`config.mk`:
```
export PLATFORM = sky130hd
export DESIGN_NAME = serial_frame_receiver
export DESIGN_NICKNAME = d
export VERILOG_FILES = /design/src/rtl/core/sfr_pkg.sv /design/src/rtl/core/sfr_ram.sv /design/src/rtl/core/serial_frame_receiver.sv
export VERILOG_INCLUDE_DIRS = /design/src /design/src/rtl/core
export SDC_FILE = /design/constraint.sdc
export NUM_CORES = 1
export LEC_CHECK = 0
export BUFFER_PORTS_ARGS = -buffer_cell sky130_fd_sc_hd__buf_2
export CAP_MARGIN = 10
export CORE_ASPECT_RATIO = 0.6
export CORE_UTILIZATION = 45
export DETAILED_ROUTE_END_ITERATION = 7
export GPL_ROUTABILITY_DRIVEN = 0
export HOLD_SLACK_MARGIN = 0.08
export PLACE_DENSITY = 0.7
export SYNTH_ARGS = -nofsm -noshare
export SYNTH_HDL_FRONTEND = slang
export SYNTH_SLANG_ARGS = --single-unit
```
`constraint.sdc`:
```
create_clock -name clk -period 8.35 [get_ports clk]
set_input_delay 1.67 -clock clk [delete_from_list [all_inputs] [get_ports clk]]
set_output_delay 1.67 -clock clk [all_outputs]
set_load 0.01 [all_outputs]
```
`src/rtl/core/serial_frame_receiver_defines.svh`:
```
// ----------------------------------------------------------------------------
// Serial frame receiver assertion macros
// Shared concurrent assertion forms, synchronous to clk, off while in reset.
// ----------------------------------------------------------------------------
`ifndef SERIAL_FRAME_RECEIVER_DEFINES_SVH
`define SERIAL_FRAME_RECEIVER_DEFINES_SVH

// Same-cycle implication: cons must hold whenever ante holds
`define SFR_ASSERT_IMPLY(label, clk, rst_n, ante, cons) \
  label: assert property (@(posedge clk) disable iff (!rst_n) (ante) |-> (cons)) \
    else $error("serial_frame_receiver: same-cycle check failed");

// Next-cycle implication: cons must hold in the cycle after ante
`define SFR_ASSERT_NEXT(label, clk, rst_n, ante, cons) \
  label: assert property (@(posedge clk) disable iff (!rst_n) (ante) |=> (cons)) \
    else $error("serial_frame_receiver: next-cycle check failed");

`endif

```
`src/rtl/core/sfr_pkg.sv`:
```
// ----------------------------------------------------------------------------
// Serial frame receiver package
// Payload limits, parse phases, result kinds and register indexes.
// ----------------------------------------------------------------------------
package sfr_pkg;

  // Largest payload kept in the payload store
  localparam int MAX_PAYLOAD = 32;
  localparam int ADDR_W      = $clog2(MAX_PAYLOAD);

  // Configuration register indexes
  localparam logic [1:0] CFG_START_BYTE   = 2'd0;
  localparam logic [1:0] CFG_END_BYTE     = 2'd1;
  localparam logic [1:0] CFG_CONNECT_CODE = 2'd2;

  // Configuration reset values
  localparam logic [7:0] START_BYTE_RST   = 8'd35;
  localparam logic [7:0] END_BYTE_RST     = 8'd36;
  localparam logic [7:0] CONNECT_CODE_RST = 8'd1;

  // Sequence id meaning "none yet"
  localparam logic [7:0] ID_NONE = 8'd255;

  // Parser phases
  typedef enum logic [2:0] {
    PH_START,
    PH_ID,
    PH_LEN,
    PH_DATA,
    PH_CHECK,
    PH_END
  } phase_t;

  // Result kinds
  typedef enum logic [2:0] {
    KIND_DATA,
    KIND_BAD_END,
    KIND_BAD_CHECK,
    KIND_RESEND,
    KIND_OVERFLOW
  } kind_t;

endpackage

```
`src/rtl/core/sfr_ram.sv`:
```
// ----------------------------------------------------------------------------
// Generic RAM
// One write port, one read port, read data registered and held when idle.
// ----------------------------------------------------------------------------
module sfr_ram #(
  parameter int WIDTH = 8,
  parameter int DEPTH = 32
) (
  input  logic                     clk,
  input  logic                     wr_en,
  input  logic [$clog2(DEPTH)-1:0] wr_addr,
  input  logic [WIDTH-1:0]         wr_data,
  input  logic                     rd_en,
  input  logic [$clog2(DEPTH)-1:0] rd_addr,
  output logic [WIDTH-1:0]         rd_data
);

  logic [WIDTH-1:0] mem [DEPTH];
  logic [WIDTH-1:0] rd_data_r;

  // Write port
  always_ff @(posedge clk) begin
    if (wr_en) begin
      mem[wr_addr] <= wr_data;
    end
  end

  // Registered read, hold last word when not reading
  always_ff @(posedge clk) begin
    if (rd_en) begin
      rd_data_r <= mem[rd_addr];
    end
  end

  assign rd_data = rd_data_r;

endmodule

```
`src/rtl/core/serial_frame_receiver.sv`:
```
// Timing: a frame is judged when its end byte is accepted; an error or resend word
//   appears in the next cycle, the first payload word after RAM read and output registers.
// Throughput: one byte per cycle while a frame is received and input is not stalled;
//   payload words leave through the single RAM read port, with input stalled meanwhile.
//   An end byte also waits while a result word is still held at the output.
// Reset: synchronous, active low; clears parser, readout and output valid, reloads
//   configuration reset values; payload RAM keeps its contents and needs no clearing pass.
// ----------------------------------------------------------------------------
// Serial frame receiver
// Deframes start/id/length/payload/checksum/end packets and emits the payload.
// ----------------------------------------------------------------------------
`include "serial_frame_receiver_defines.svh"

module serial_frame_receiver (
  input  logic       clk,
  input  logic       rst_n,
  // byte input
  input  logic       in_valid,
  output logic       in_stall,
  input  logic [7:0] in_rx_byte,
  // result output
  output logic       out_valid,
  input  logic       out_stall,
  output logic [2:0] out_kind,
  output logic [7:0] out_seq_id,
  output logic [7:0] out_frame_length,
  output logic [4:0] out_byte_index,
  output logic [7:0] out_data_byte,
  output logic       out_id_mismatch,
  output logic       out_last,
  // configuration writes
  input  logic       cfg_valid,
  output logic       cfg_ready,
  input  logic [1:0] cfg_index,
  input  logic [7:0] cfg_data
);

  localparam int AW = sfr_pkg::ADDR_W;

  // configuration
  logic [7:0] start_byte_r, end_byte_r, connect_code_r;

  // parser state
  sfr_pkg::phase_t phase_r, phase_nxt;
  logic [7:0] frame_id_r, frame_id_nxt;
  logic [7:0] length_r, length_nxt;
  logic [7:0] count_r, count_nxt;
  logic [7:0] xor_r, xor_nxt;
  logic [7:0] check_r, check_nxt;
  logic       ovf_r, ovf_nxt;
  logic [7:0] first_r, first_nxt;
  logic [7:0] prev_id_r, prev_id_nxt;
  logic [7:0] reply_id_r, reply_id_nxt;

  // readout state
  logic          rd_act_r, rd_act_nxt;
  logic          q_ok_r, q_ok_nxt;
  logic [AW-1:0] rd_idx_r, rd_idx_nxt;
  logic          rd_mis_r, rd_mis_nxt;

  // output register
  logic            out_valid_r, out_valid_nxt;
  sfr_pkg::kind_t  out_kind_r, out_kind_nxt;
  logic [7:0]      out_pid_r, out_pid_nxt;
  logic [7:0]      out_len_r, out_len_nxt;
  logic [4:0]      out_idx_r, out_idx_nxt;
  logic [7:0]      out_data_r, out_data_nxt;
  logic            out_mis_r, out_mis_nxt;
  logic            out_last_r, out_last_nxt;

  // judgement results
  logic            jd_single;
  sfr_pkg::kind_t  jd_kind;
  logic            jd_mis;
  logic            jd_start_rd;

  // RAM ports
  logic          ram_we, ram_re;
  logic [AW-1:0] ram_waddr, ram_raddr;
  logic [7:0]    ram_q;

  logic       in_acc;
  logic       out_free;
  logic       rd_last;
  logic [7:0] prev_eff;
  logic [7:0] expected;

  assign in_stall  = rd_act_r || (phase_r == sfr_pkg::PH_END && out_valid_r);
  assign in_acc    = in_valid && !in_stall;
  assign out_free  = !out_valid_r || !out_stall;
  assign cfg_ready = 1'b1;

  // Configuration registers
  always_ff @(posedge clk) begin
    if (!rst_n) begin
      start_byte_r   <= sfr_pkg::START_BYTE_RST;
      end_byte_r     <= sfr_pkg::END_BYTE_RST;
      connect_code_r <= sfr_pkg::CONNECT_CODE_RST;
    end else if (cfg_valid && cfg_ready) begin
      unique case (cfg_index)
        sfr_pkg::CFG_START_BYTE:   start_byte_r   <= cfg_data;
        sfr_pkg::CFG_END_BYTE:     end_byte_r     <= cfg_data;
        sfr_pkg::CFG_CONNECT_CODE: connect_code_r <= cfg_data;
        default: ;
      endcase
    end
  end

  // Sequence id check: a connect code restarts numbering
  always_comb begin
    prev_eff = (length_r != 8'd0 && first_r == connect_code_r) ? sfr_pkg::ID_NONE
                                                                 : prev_id_r;
    expected = (prev_eff == sfr_pkg::ID_NONE) ? 8'd0 : prev_eff + 8'd1;
  end

  // Parser: next phase, frame fields and end-of-frame judgement
  always_comb begin
    phase_nxt    = phase_r;
    frame_id_nxt = frame_id_r;
    length_nxt   = length_r;
    count_nxt    = count_r;
    xor_nxt      = xor_r;
    check_nxt    = check_r;
    ovf_nxt      = ovf_r;
    first_nxt    = first_r;
    prev_id_nxt  = prev_id_r;
    reply_id_nxt = reply_id_r;
    jd_single    = 1'b0;
    jd_kind      = sfr_pkg::KIND_DATA;
    jd_mis       = 1'b0;
    jd_start_rd  = 1'b0;
    ram_we       = 1'b0;
    ram_waddr    = count_r[AW-1:0];
    if (in_acc) begin
      unique case (phase_r)
        sfr_pkg::PH_START: begin
          if (in_rx_byte == start_byte_r) begin
            phase_nxt = sfr_pkg::PH_ID;
          end
        end
        sfr_pkg::PH_ID: begin
          frame_id_nxt = in_rx_byte;
          xor_nxt      = in_rx_byte;
          phase_nxt    = sfr_pkg::PH_LEN;
        end
        sfr_pkg::PH_LEN: begin
          length_nxt = in_rx_byte;
          xor_nxt    = xor_r ^ in_rx_byte;
          count_nxt  = 8'd0;
          ovf_nxt    = in_rx_byte > 8'(sfr_pkg::MAX_PAYLOAD);
          phase_nxt  = (in_rx_byte == 8'd0) ? sfr_pkg::PH_CHECK : sfr_pkg::PH_DATA;
        end
        sfr_pkg::PH_DATA: begin
          // store while room remains, count and checksum every byte
          ram_we    = count_r < 8'(sfr_pkg::MAX_PAYLOAD);
          if (count_r == 8'd0) begin
            first_nxt = in_rx_byte;
          end
          xor_nxt   = xor_r ^ in_rx_byte;
          count_nxt = count_r + 8'd1;
          if (count_r + 8'd1 == length_r) begin
            phase_nxt = sfr_pkg::PH_CHECK;
          end
        end
        sfr_pkg::PH_CHECK: begin
          check_nxt = in_rx_byte;
          phase_nxt = sfr_pkg::PH_END;
        end
        sfr_pkg::PH_END: begin
          phase_nxt = sfr_pkg::PH_START;
          if (in_rx_byte != end_byte_r) begin
            jd_single    = 1'b1;
            jd_kind      = sfr_pkg::KIND_BAD_END;
            reply_id_nxt = frame_id_r;
          end else if (ovf_r) begin
            jd_single    = 1'b1;
            jd_kind      = sfr_pkg::KIND_OVERFLOW;
            reply_id_nxt = frame_id_r;
          end else if (xor_r != check_r) begin
            jd_single    = 1'b1;
            jd_kind      = sfr_pkg::KIND_BAD_CHECK;
            reply_id_nxt = frame_id_r;
          end else if (frame_id_r != expected && frame_id_r == reply_id_r) begin
            // resend request; the sequence restart still sticks
            jd_single   = 1'b1;
            jd_kind     = sfr_pkg::KIND_RESEND;
            prev_id_nxt = prev_eff;
          end else begin
            jd_mis       = frame_id_r != expected;
            prev_id_nxt  = frame_id_r;
            reply_id_nxt = frame_id_r;
            if (length_r == 8'd0) begin
              jd_single = 1'b1;
            end else begin
              jd_start_rd = 1'b1;
            end
          end
        end
        default: phase_nxt = sfr_pkg::PH_START;
      endcase
    end
  end

  // Readout sequencer and output register loading
  assign rd_last = (8'(rd_idx_r) + 8'd1) == length_r;

  always_comb begin
    rd_act_nxt    = rd_act_r;
    q_ok_nxt      = q_ok_r;
    rd_idx_nxt    = rd_idx_r;
    rd_mis_nxt    = rd_mis_r;
    ram_re        = 1'b0;
    ram_raddr     = rd_idx_r;
    out_valid_nxt = out_valid_r && out_stall;
    out_kind_nxt  = out_kind_r;
    out_pid_nxt   = out_pid_r;
    out_len_nxt   = out_len_r;
    out_idx_nxt   = out_idx_r;
    out_data_nxt  = out_data_r;
    out_mis_nxt   = out_mis_r;
    out_last_nxt  = out_last_r;
    if (jd_single) begin
      // single result word
      out_valid_nxt = 1'b1;
      out_kind_nxt  = jd_kind;
      out_pid_nxt   = frame_id_r;
      out_len_nxt   = length_r;
      out_idx_nxt   = 5'd0;
      out_data_nxt  = 8'd0;
      out_mis_nxt   = jd_mis;
      out_last_nxt  = 1'b1;
    end else if (jd_start_rd) begin
      // open readout and fetch the first word
      rd_act_nxt = 1'b1;
      rd_mis_nxt = jd_mis;
      rd_idx_nxt = '0;
      ram_re     = 1'b1;
      ram_raddr  = '0;
      q_ok_nxt   = 1'b1;
    end else if (rd_act_r) begin
      if (!q_ok_r) begin
        ram_re   = 1'b1;
        q_ok_nxt = 1'b1;
      end else if (out_free) begin
        out_valid_nxt = 1'b1;
        out_kind_nxt  = sfr_pkg::KIND_DATA;
        out_pid_nxt   = frame_id_r;
        out_len_nxt   = length_r;
        out_idx_nxt   = 5'(rd_idx_r);
        out_data_nxt  = ram_q;
        out_mis_nxt   = rd_mis_r;
        out_last_nxt  = rd_last;
        if (rd_last) begin
          rd_act_nxt = 1'b0;
          q_ok_nxt   = 1'b0;
        end else begin
          // advance and fetch the next word in the same cycle
          rd_idx_nxt = rd_idx_r + AW'(1);
          ram_re     = 1'b1;
          ram_raddr  = rd_idx_r + AW'(1);
        end
      end
    end
  end

  // Control and frame registers
  always_ff @(posedge clk) begin
    if (!rst_n) begin
      phase_r     <= sfr_pkg::PH_START;
      frame_id_r  <= 8'd0;
      length_r    <= 8'd0;
      count_r     <= 8'd0;
      xor_r       <= 8'd0;
      check_r     <= 8'd0;
      ovf_r       <= 1'b0;
      first_r     <= 8'd0;
      prev_id_r   <= sfr_pkg::ID_NONE;
      reply_id_r  <= sfr_pkg::ID_NONE;
      rd_act_r    <= 1'b0;
      q_ok_r      <= 1'b0;
      rd_idx_r    <= '0;
      rd_mis_r    <= 1'b0;
      out_valid_r <= 1'b0;
    end else begin
      phase_r     <= phase_nxt;
      frame_id_r  <= frame_id_nxt;
      length_r    <= length_nxt;
      count_r     <= count_nxt;
      xor_r       <= xor_nxt;
      check_r     <= check_nxt;
      ovf_r       <= ovf_nxt;
      first_r     <= first_nxt;
      prev_id_r   <= prev_id_nxt;
      reply_id_r  <= reply_id_nxt;
      rd_act_r    <= rd_act_nxt;
      q_ok_r      <= q_ok_nxt;
      rd_idx_r    <= rd_idx_nxt;
      rd_mis_r    <= rd_mis_nxt;
      out_valid_r <= out_valid_nxt;
    end
  end

  // Output payload registers
  always_ff @(posedge clk) begin
    out_kind_r <= out_kind_nxt;
    out_pid_r  <= out_pid_nxt;
    out_len_r  <= out_len_nxt;
    out_idx_r  <= out_idx_nxt;
    out_data_r <= out_data_nxt;
    out_mis_r  <= out_mis_nxt;
    out_last_r <= out_last_nxt;
  end

  // Payload store
  sfr_ram #(
    .WIDTH(8),
    .DEPTH(sfr_pkg::MAX_PAYLOAD)
  ) u_payload_ram (
    .clk     (clk),
    .wr_en   (ram_we),
    .wr_addr (ram_waddr),
    .wr_data (in_rx_byte),
    .rd_en   (ram_re),
    .rd_addr (ram_raddr),
    .rd_data (ram_q)
  );

  assign out_valid        = out_valid_r;
  assign out_kind         = out_kind_r;
  assign out_seq_id       = out_pid_r;
  assign out_frame_length = out_len_r;
  assign out_byte_index   = out_idx_r;
  assign out_data_byte    = out_data_r;
  assign out_id_mismatch  = out_mis_r;
  assign out_last         = out_last_r;

  // Checks
  `SFR_ASSERT_IMPLY(a_rd_blocks_input, clk, rst_n, rd_act_r, in_stall)
  `SFR_ASSERT_IMPLY(a_rd_in_range, clk, rst_n, rd_act_r, 8'(rd_idx_r) < length_r)
  `SFR_ASSERT_IMPLY(a_err_is_last, clk, rst_n,
                    out_valid_r && out_kind_r != sfr_pkg::KIND_DATA, out_last_r)
  `SFR_ASSERT_NEXT(a_end_returns, clk, rst_n, in_acc && phase_r == sfr_pkg::PH_END,
                   phase_r == sfr_pkg::PH_START)

endmodule

```
# --- After elaboration in Yosys (flattened, before gate mapping) ---
# Memories as Yosys holds them, arrays and structs flattened. A register that Yosys moved wholly into a read port is not among the register bits.
# Cells that the tools add are included.
totals:
  regBits: 135
  latch_bits: 0
  ramBits: 256
  romBits: 0
  in_bits: 23
  output_inout_bits: 37
  wordCells: 183
  mem_count: 1
memory_table:
  columns: ["memory", "depth", "width", "rd", "rd_clocked_by_memory_dff", "write_ports", "line", "text"]
  rows:
  - ["u_payload_ram.mem", 32, 8, 1, 1, 1, "sfr_ram.sv:18", "logic [WIDTH-1:0] mem [DEPTH];"]
op_classes:
  n_addsub: 4
  multipliers: 0
  div_mod_pow: 0
  n_lt_le_gt_ge: 2
  eq_ne: 20
  shift: 0
  n_mux: 86
  bitwise: 6
  n_reduce_logical: 39
op_table:
  columns: ["cell", "count"]
  rows:
  - ["8-bit two-way mux", 17]
  - ["1-bit two-way mux", 46]
  - ["3-bit two-way mux", 12]
  - ["8-bit == test", 4]
  - ["8-bit one-hot mux with 2 select lines", 2]
  - ["5-bit two-way mux", 6]
  - ["8-bit zero test", 3]
  - ["8-bit != test", 3]
  - ["2-bit AND reduction", 10]
  - ["8-bit by 1-bit adder with 8-bit output (second input constant)", 2]
  - ["3-bit one-hot mux with 5 select lines", 1]
  - ["2-bit nonzero test", 6]
  - ["3-bit AND reduction", 3]
  - ["6-bit by 8-bit == test with 1-bit output", 1]
  - ["8-bit == test (second input constant)", 1]
  - ["8-bit by 6-bit > comparator with 1-bit output (second input constant)", 1]
  - ["8-bit by 6-bit < comparator with 1-bit output (second input constant)", 1]
  - ["4-bit AND reduction", 2]
  - ["8-bit nonzero test", 1]
  - ["8-bit bitwise XOR", 1]
  - ["5-bit by 1-bit adder with 6-bit output (second input constant)", 1]
  - ["3-bit by 2-bit == test with 1-bit output (second input constant)", 2]
  - ["3-bit == test (second input constant)", 2]
  - ["2-bit != test (second input constant)", 3]
  - ["other kinds (14)", 26]

# --- Longest topological paths before layout ---
logic_depth:
  depth_word: 15
  ltp_mapped: 18
  mapped_depth_nobuf: 15

# --- By module ---
# From an unflattened synthesis, not the netlist that was laid out.
unflattened:
  cells_unflattened: 1205
  area_unflattened_um2: 17036.3
by_module_without_submodules:
  columns: ["mod", "instances", "cells_per_inst", "area_each_um2"]
  rows:
  - ["sfr_ram", 1, 417, 10133.5]
  - ["serial_frame_receiver", 1, 788, 6902.9]

# --- Least setup slack after synthesis ---
# Ideal clock, no wire load.
synth_path:
  path_kind: "input-to-reg"
  start: "input port in_rx_byte[7]"
  end: "register u_payload_ram.rd_data_r[0] (netlist: u_payload_ram.rd_data[0]), read port of u_payload_ram.mem (data pin)"
  setup_ps: 268
  arrival_ps: 4038
  t_required_ps: 8082
  slack_ps: 4044
  cell_stages: 12
  n_path_buf: 2
  cell_sequence: "clkbuf_1 xnor2_1 nand4_1 nor2_1 nand3_1 nor3_1 a211oi_4 buf_6 mux2_1 o21ai_1 o221a_2 a32oi_1"
synth_via:
  elab_chain_cells: 6
synth_lines:
  columns: ["element", "line", "text"]
  rows:
  - ["start, declared", "serial_frame_receiver.sv:20", "input logic [7:0] in_rx_byte,"]
  - ["8-bit != test (*)", "serial_frame_receiver.sv:171", "if (in_rx_byte != end_byte_r) begin"]
  - ["1-bit two-way mux", "serial_frame_receiver.sv:171", null]
  - ["1-bit two-way mux", "serial_frame_receiver.sv:135", "unique case (phase_r)"]
  - ["1-bit two-way mux", "serial_frame_receiver.sv:134", "if (in_acc) begin"]
  - ["5-bit two-way mux or 1-bit two-way mux (tied branches) (2 in series)", null, null]
  - ["end, declared", "sfr_ram.sv:19", "logic [WIDTH-1:0] rd_data_r;"]
# Every way passes the cells marked *; elsewhere a longest branch is shown, timed or not.
# A chain may end at the register's enable or synchronous reset.

# --- Worst setup path in the final report ---
layout_path:
  start: "register connect_code_r[4]"
  end: "register u_payload_ram.rd_data_r[1] (netlist: u_payload_ram.rd_data[1]), read port of u_payload_ram.mem (data pin)"
layout_via:
  elab_chain_cells: 15
layout_lines:
  columns: ["element", "line", "text"]
  rows:
  - ["start, declared", "serial_frame_receiver.sv:41", "logic [7:0] start_byte_r, end_byte_r, connect_code_r;"]
  - ["start signal, assigned", "serial_frame_receiver.sv:98", "connect_code_r <= sfr_pkg::CONNECT_CODE_RST;"]
  - ["start signal, assigned", "serial_frame_receiver.sv:103", "sfr_pkg::CFG_CONNECT_CODE: connect_code_r <= cfg_data;"]
  - ["8-bit == test (*)", "serial_frame_receiver.sv:111", "prev_eff = (length_r != 8'd0 && first_r == connect_code_r) ? sfr_pkg::ID_NONE"]
  - ["1-bit logical AND (*)", "serial_frame_receiver.sv:111", null]
  - ["8-bit two-way mux (*)", "serial_frame_receiver.sv:111", null]
  - ["8-bit by 1-bit adder with 8-bit output or 8-bit == test (tied branches)", "serial_frame_receiver.sv:113", "expected = (prev_eff == sfr_pkg::ID_NONE) ? 8'd0 : prev_eff + 8'd1;"]
  - ["8-bit two-way mux (*)", "serial_frame_receiver.sv:113", null]
  - ["8-bit != test (*)", "serial_frame_receiver.sv:183", "end else if (frame_id_r != expected && frame_id_r == reply_id_r) begin"]
  - ["1-bit logical AND (*)", "serial_frame_receiver.sv:183", null]
  - ["1-bit two-way mux", "serial_frame_receiver.sv:183", null]
  - ["1-bit two-way mux", "serial_frame_receiver.sv:179", "end else if (xor_r != check_r) begin"]
  - ["1-bit two-way mux", "serial_frame_receiver.sv:175", "end else if (ovf_r) begin"]
  - ["1-bit two-way mux", "serial_frame_receiver.sv:171", null]
  - ["1-bit two-way mux", "serial_frame_receiver.sv:135", null]
  - ["1-bit two-way mux", "serial_frame_receiver.sv:134", null]
  - ["5-bit two-way mux or 1-bit two-way mux (tied branches) (2 in series)", null, null]
# Marks and branches as above.

==> flow_metrics.py <==
metrics = {
    "setup_path": {
        "setup.worst_path.end_class": "flop",
        "worstRegToRegCells": 16,
        "critPathMaxFanout": 79,
        "worst_ep_required_time_ns": 8.60,
        "worstPathArrival_ns": 6.92,
        "worstSetupPathType": "flop to flop",
        "worstSetupStartpointType": "flop",
    },
    "sta": {
        "timing.final.setup_violations": 0,
        "final.min_clock_period_ns": 6.66,
        "timing.final.crit_share_pct": 79.8,
        "final.setup.tns_ns": 0,
        "max_clock_freq_mhz": 150,
        "worst-slew-pin-transition_ns": 1.20,
        "maxSlewViolCount": 0,
        "skew_ns": 0.0172,
        "fin_ws_ns": 1.69,
        "final_hold_viol_count": 0,
        "normalized_max_slew_margin_pct": 19.7,
        "rsz0062_at_grt": "no",
    },
    "floorplanning": {
        "core_um2": 37800,
        "die_y_um": 154,
        "design.die.area_um2": 39500,
        "number_of_top_level_pins": 60,
        "initial_core_util_pct": 45.9,
        "core.rowCount": 55,
        "die_x_um": 256,
    },
    "clock_tree": {
        "cts-resized-gates": 0,
        "cts_hold_buffers": 0,
        "tritoncts": "done",
        "cts_sinks": 399,
        "cts-htree-levels": 2,
        "clkTransAtPathRegs_ns": 0.07,
        "clockRootBuffer": "sky130_fd_sc_hd__clkbuf_16",
        "clock_path_buffers": 3,
        "worstSkewPairLatency_ns": 0.54,
        "post_cts.repair.setup_buffers": 0,
        "tritoncts.num_buffers": 37,
    },
    "synthesis": {
        "synth_top_area_share_pct": 49.1,
        "netlist-cell-type-count": 81,
        "largest_family_of_logic_cells_by_synthesized_area": "simple AND/OR/NAND/NOR gates",
        "synth_seq_area_share_pct": 62.3,
        "post_synthesis_mux_area_share_pct": 9.17,
        "synth_edf_count": 284,
        "number_of_instances_in_the_synthesized_netlist": 1389,
        "post_synth_fa_ha_maj_area_fraction_pct": 0.432,
        "yosys.area.top_type": "sky130_fd_sc_hd__edfxtp_1",
        "fraction_of_the_mapped_netlist_area_in_compound_gates_pct": 10.2,
        "async_reset_ff_share_pct": 0,
        "synth_xor_area_share_pct": 4.12,
        "yosys-top-cells-count": "284 x sky130_fd_sc_hd__edfxtp_1, 147 x sky130_fd_sc_hd__nand2_1, 139 x sky130_fd_sc_hd__mux2i_1",
        "ys_ff_latch": 399,
        "synth_area_leaders": "sky130_fd_sc_hd__edfxtp_1 49%, sky130_fd_sc_hd__dfxtp_1 13%, sky130_fd_sc_hd__mux2i_1 8.0%, sky130_fd_sc_hd__nand2_1 3.2%, sky130_fd_sc_hd__nor2_1 2.6%",
        "syn_avg_cell_area_um2": 12.5,
        "synth-simple-area-share_pct": 10.7,
        "postSynth.topFlopCell": "sky130_fd_sc_hd__edfxtp_1",
        "yosysMostFrequentCell": "sky130_fd_sc_hd__edfxtp_1",
        "mappedNetlistNets": 1418,
        "netlist_area_um2": 17400,
        "yosys_warnings": 0,
    },
    "final_layout": {
        "design.final.nets": 1453,
        "n_antenna_cell": 0,
        "synthToLayoutAreaGrowth_pct": 10.3,
        "top_register_by_number_of_flip_flops": "u_payload_ram.mem",
        "final_layout_size_suffix_gt1_share_pct": 13.4,
        "fill_cells": 3305,
        "largest_reg_flops": 256,
    },
    "power_and_ir_drop": {
        "p_leak_nw": 6.32,
        "irDropWorstVdd_mv": 0.123,
        "pwr_density_nw_per_um2": 205,
    },
    "global_route": {
        "antenna_found_initial": 0,
        "grt_first_pass_wirelength_um": 67900,
        "grt.total_usage_pct": 22.8,
        "grt_max_degree": 80,
        "first_global_vias": 10613,
        "grt.overflow.total": 0,
    },
    "route": {
        "detail_route.first_pass.iterations": 5,
        "route.final.wire_length_um": 45600,
        "viasPerCell": 5.93,
        "routed_wire_length_per_instance_um": 23.2,
        "drt_iter0_markers": 1659,
        "ant_nets": 0,
        "via_count": 11639,
        "count_of_unresolved_drc_violations_after_routing": 0,
    },
    "placed_design": {
        "port_buffers": 58,
        "dp_hpwl_um": 31100,
        "pre_cts_slack_ns": 1.59,
    },
    "run": {
        "drv.max_cap_violation_count": 0,
    },
    "min_path": {
        "hold-path-cell-count": 2,
        "holdCritPathClass": "flop to flop",
    },
    "status": {
        "status": "finished, final reports clean",
    },
}
==> where the power goes <==
| group | internal, mW | total, mW | switching (mW) |
|---|---|---|---|
| Combinational | 0.0325 | 0.115 | 0.0825 |
| Sequential | 2.12 | 2.13 | 0.0113 |
| Clock | 0.962 | 1.69 | 0.726 |
==> metrics by stage <==
stage               area (um^2)  cells  utilization (%)  power, mW  hold WS, ns
floorplan                 17400   1389                -       2.23        0.403
global placement          18000   1896             47.5       2.29        0.441
detailed placement        18000   1896             47.5       2.29        0.447
CTS                       19200   1961             50.6       3.95        0.456
global route              19200   1963             50.7       4.04        0.474
finish                    19200   1963             50.7       3.94        0.453
==> per-layer routing <==
layer,routed length [um],up-vias,GRT usage (%),part of all wire (%)
met5,0,-,0,0
met4,772,0,5.05,1.7
met3,5430,59,7.23,12
met2,17700,600,30.1,39
met1,21700,5744,35.8,48
li1,-,5236,-,-
==> logic make-up (layout without fill, tap and decap cells) <==
kind of cell,count (synthesis),count (layout)
AO/OA/AOI/OAI,255,255
XOR/XNOR,78,78
adder cells (fa/ha/maj),6,6
buffers and inverters,94,155
flip-flops,399,399
multiplexers,157,157
other,1,1
AND/OR/NAND/NOR,399,399
==> area by class of cell <==
type	count	area [um^2]	area share, %
repair buffers	81	458	2.39
clock inverters	12	140	0.731
clock buffers	53	1040	5.41
multi-input cells	896	6040	31.5
inverters	9	33.8	0.176
flip-flops and latches	399	10800	56.5
well taps	513	642	3.35
==> worst paths after layout <==
check	from	slack, ns	endpoint
setup / recovery	connect_code_r[4]$_SDFFE_PN0P_	1.69	u_payload_ram.rd_data[1]$_DFFE_PP_
setup reg to reg	connect_code_r[4]$_SDFFE_PN0P_	1.69	u_payload_ram.rd_data[1]$_DFFE_PP_
hold / removal	out_data_byte[6]$_SDFFE_PP0P_	0.45	out_data_byte[6]$_SDFFE_PP0P_
hold reg to reg	out_data_byte[6]$_SDFFE_PP0P_	0.45	out_data_byte[6]$_SDFFE_PP0P_
==> cell usage in the layout (no fill, tap or decap), drive strengths merged, types with 5 or more instances in the layout <==
cell type  netlist  layout
edfxtp         284     284
nand2          147     147
mux2i          139     139
nor2           120     120
dfxtp          115     115
buf             40      80
a21oi           67      67
clkbuf          45      54
xnor2           48      48
o21ai           43      43
nand3           33      33
o22ai           31      31
xor2            29      29
nor3            23      23
mux2            18      18
a211oi          17      17
a22oi           12      12
a211o           11      11
inv              8      11
nand4           10      10
o211ai          10      10
nor4            10      10
a32oi            9       9
a41oi            9       9
a2111oi          9       9
nand3b           9       9
a31o             8       8
nor2b            8       8
o221a            8       8
nand2b           7       7
clkinv           1       7
ha               6       6
a31oi            6       6
and2b            5       5
==> worst max-delay path, stage by stage (launching register included) <==
cell and delay [ns]:
sky130_fd_sc_hd__dfxtp_1 0.32, sky130_fd_sc_hd__xor2_1 0.17, sky130_fd_sc_hd__nor4_2 0.72, sky130_fd_sc_hd__nand3_2 0.34, sky130_fd_sc_hd__nand2b_1 0.17, sky130_fd_sc_hd__ha_1 0.38, sky130_fd_sc_hd__xnor3_1 0.30, sky130_fd_sc_hd__a32oi_1 0.17
sky130_fd_sc_hd__nor3b_1 0.08, sky130_fd_sc_hd__o21ai_2 0.26, sky130_fd_sc_hd__a211oi_2 0.16, sky130_fd_sc_hd__a211oi_4 1.01, sky130_fd_sc_hd__buf_4 0.97, sky130_fd_sc_hd__nand3b_2 0.50, sky130_fd_sc_hd__o22ai_1 0.12, sky130_fd_sc_hd__a211oi_1 0.49
sky130_fd_sc_hd__a32oi_1 0.16
Power figures use the tool's default switching activity.
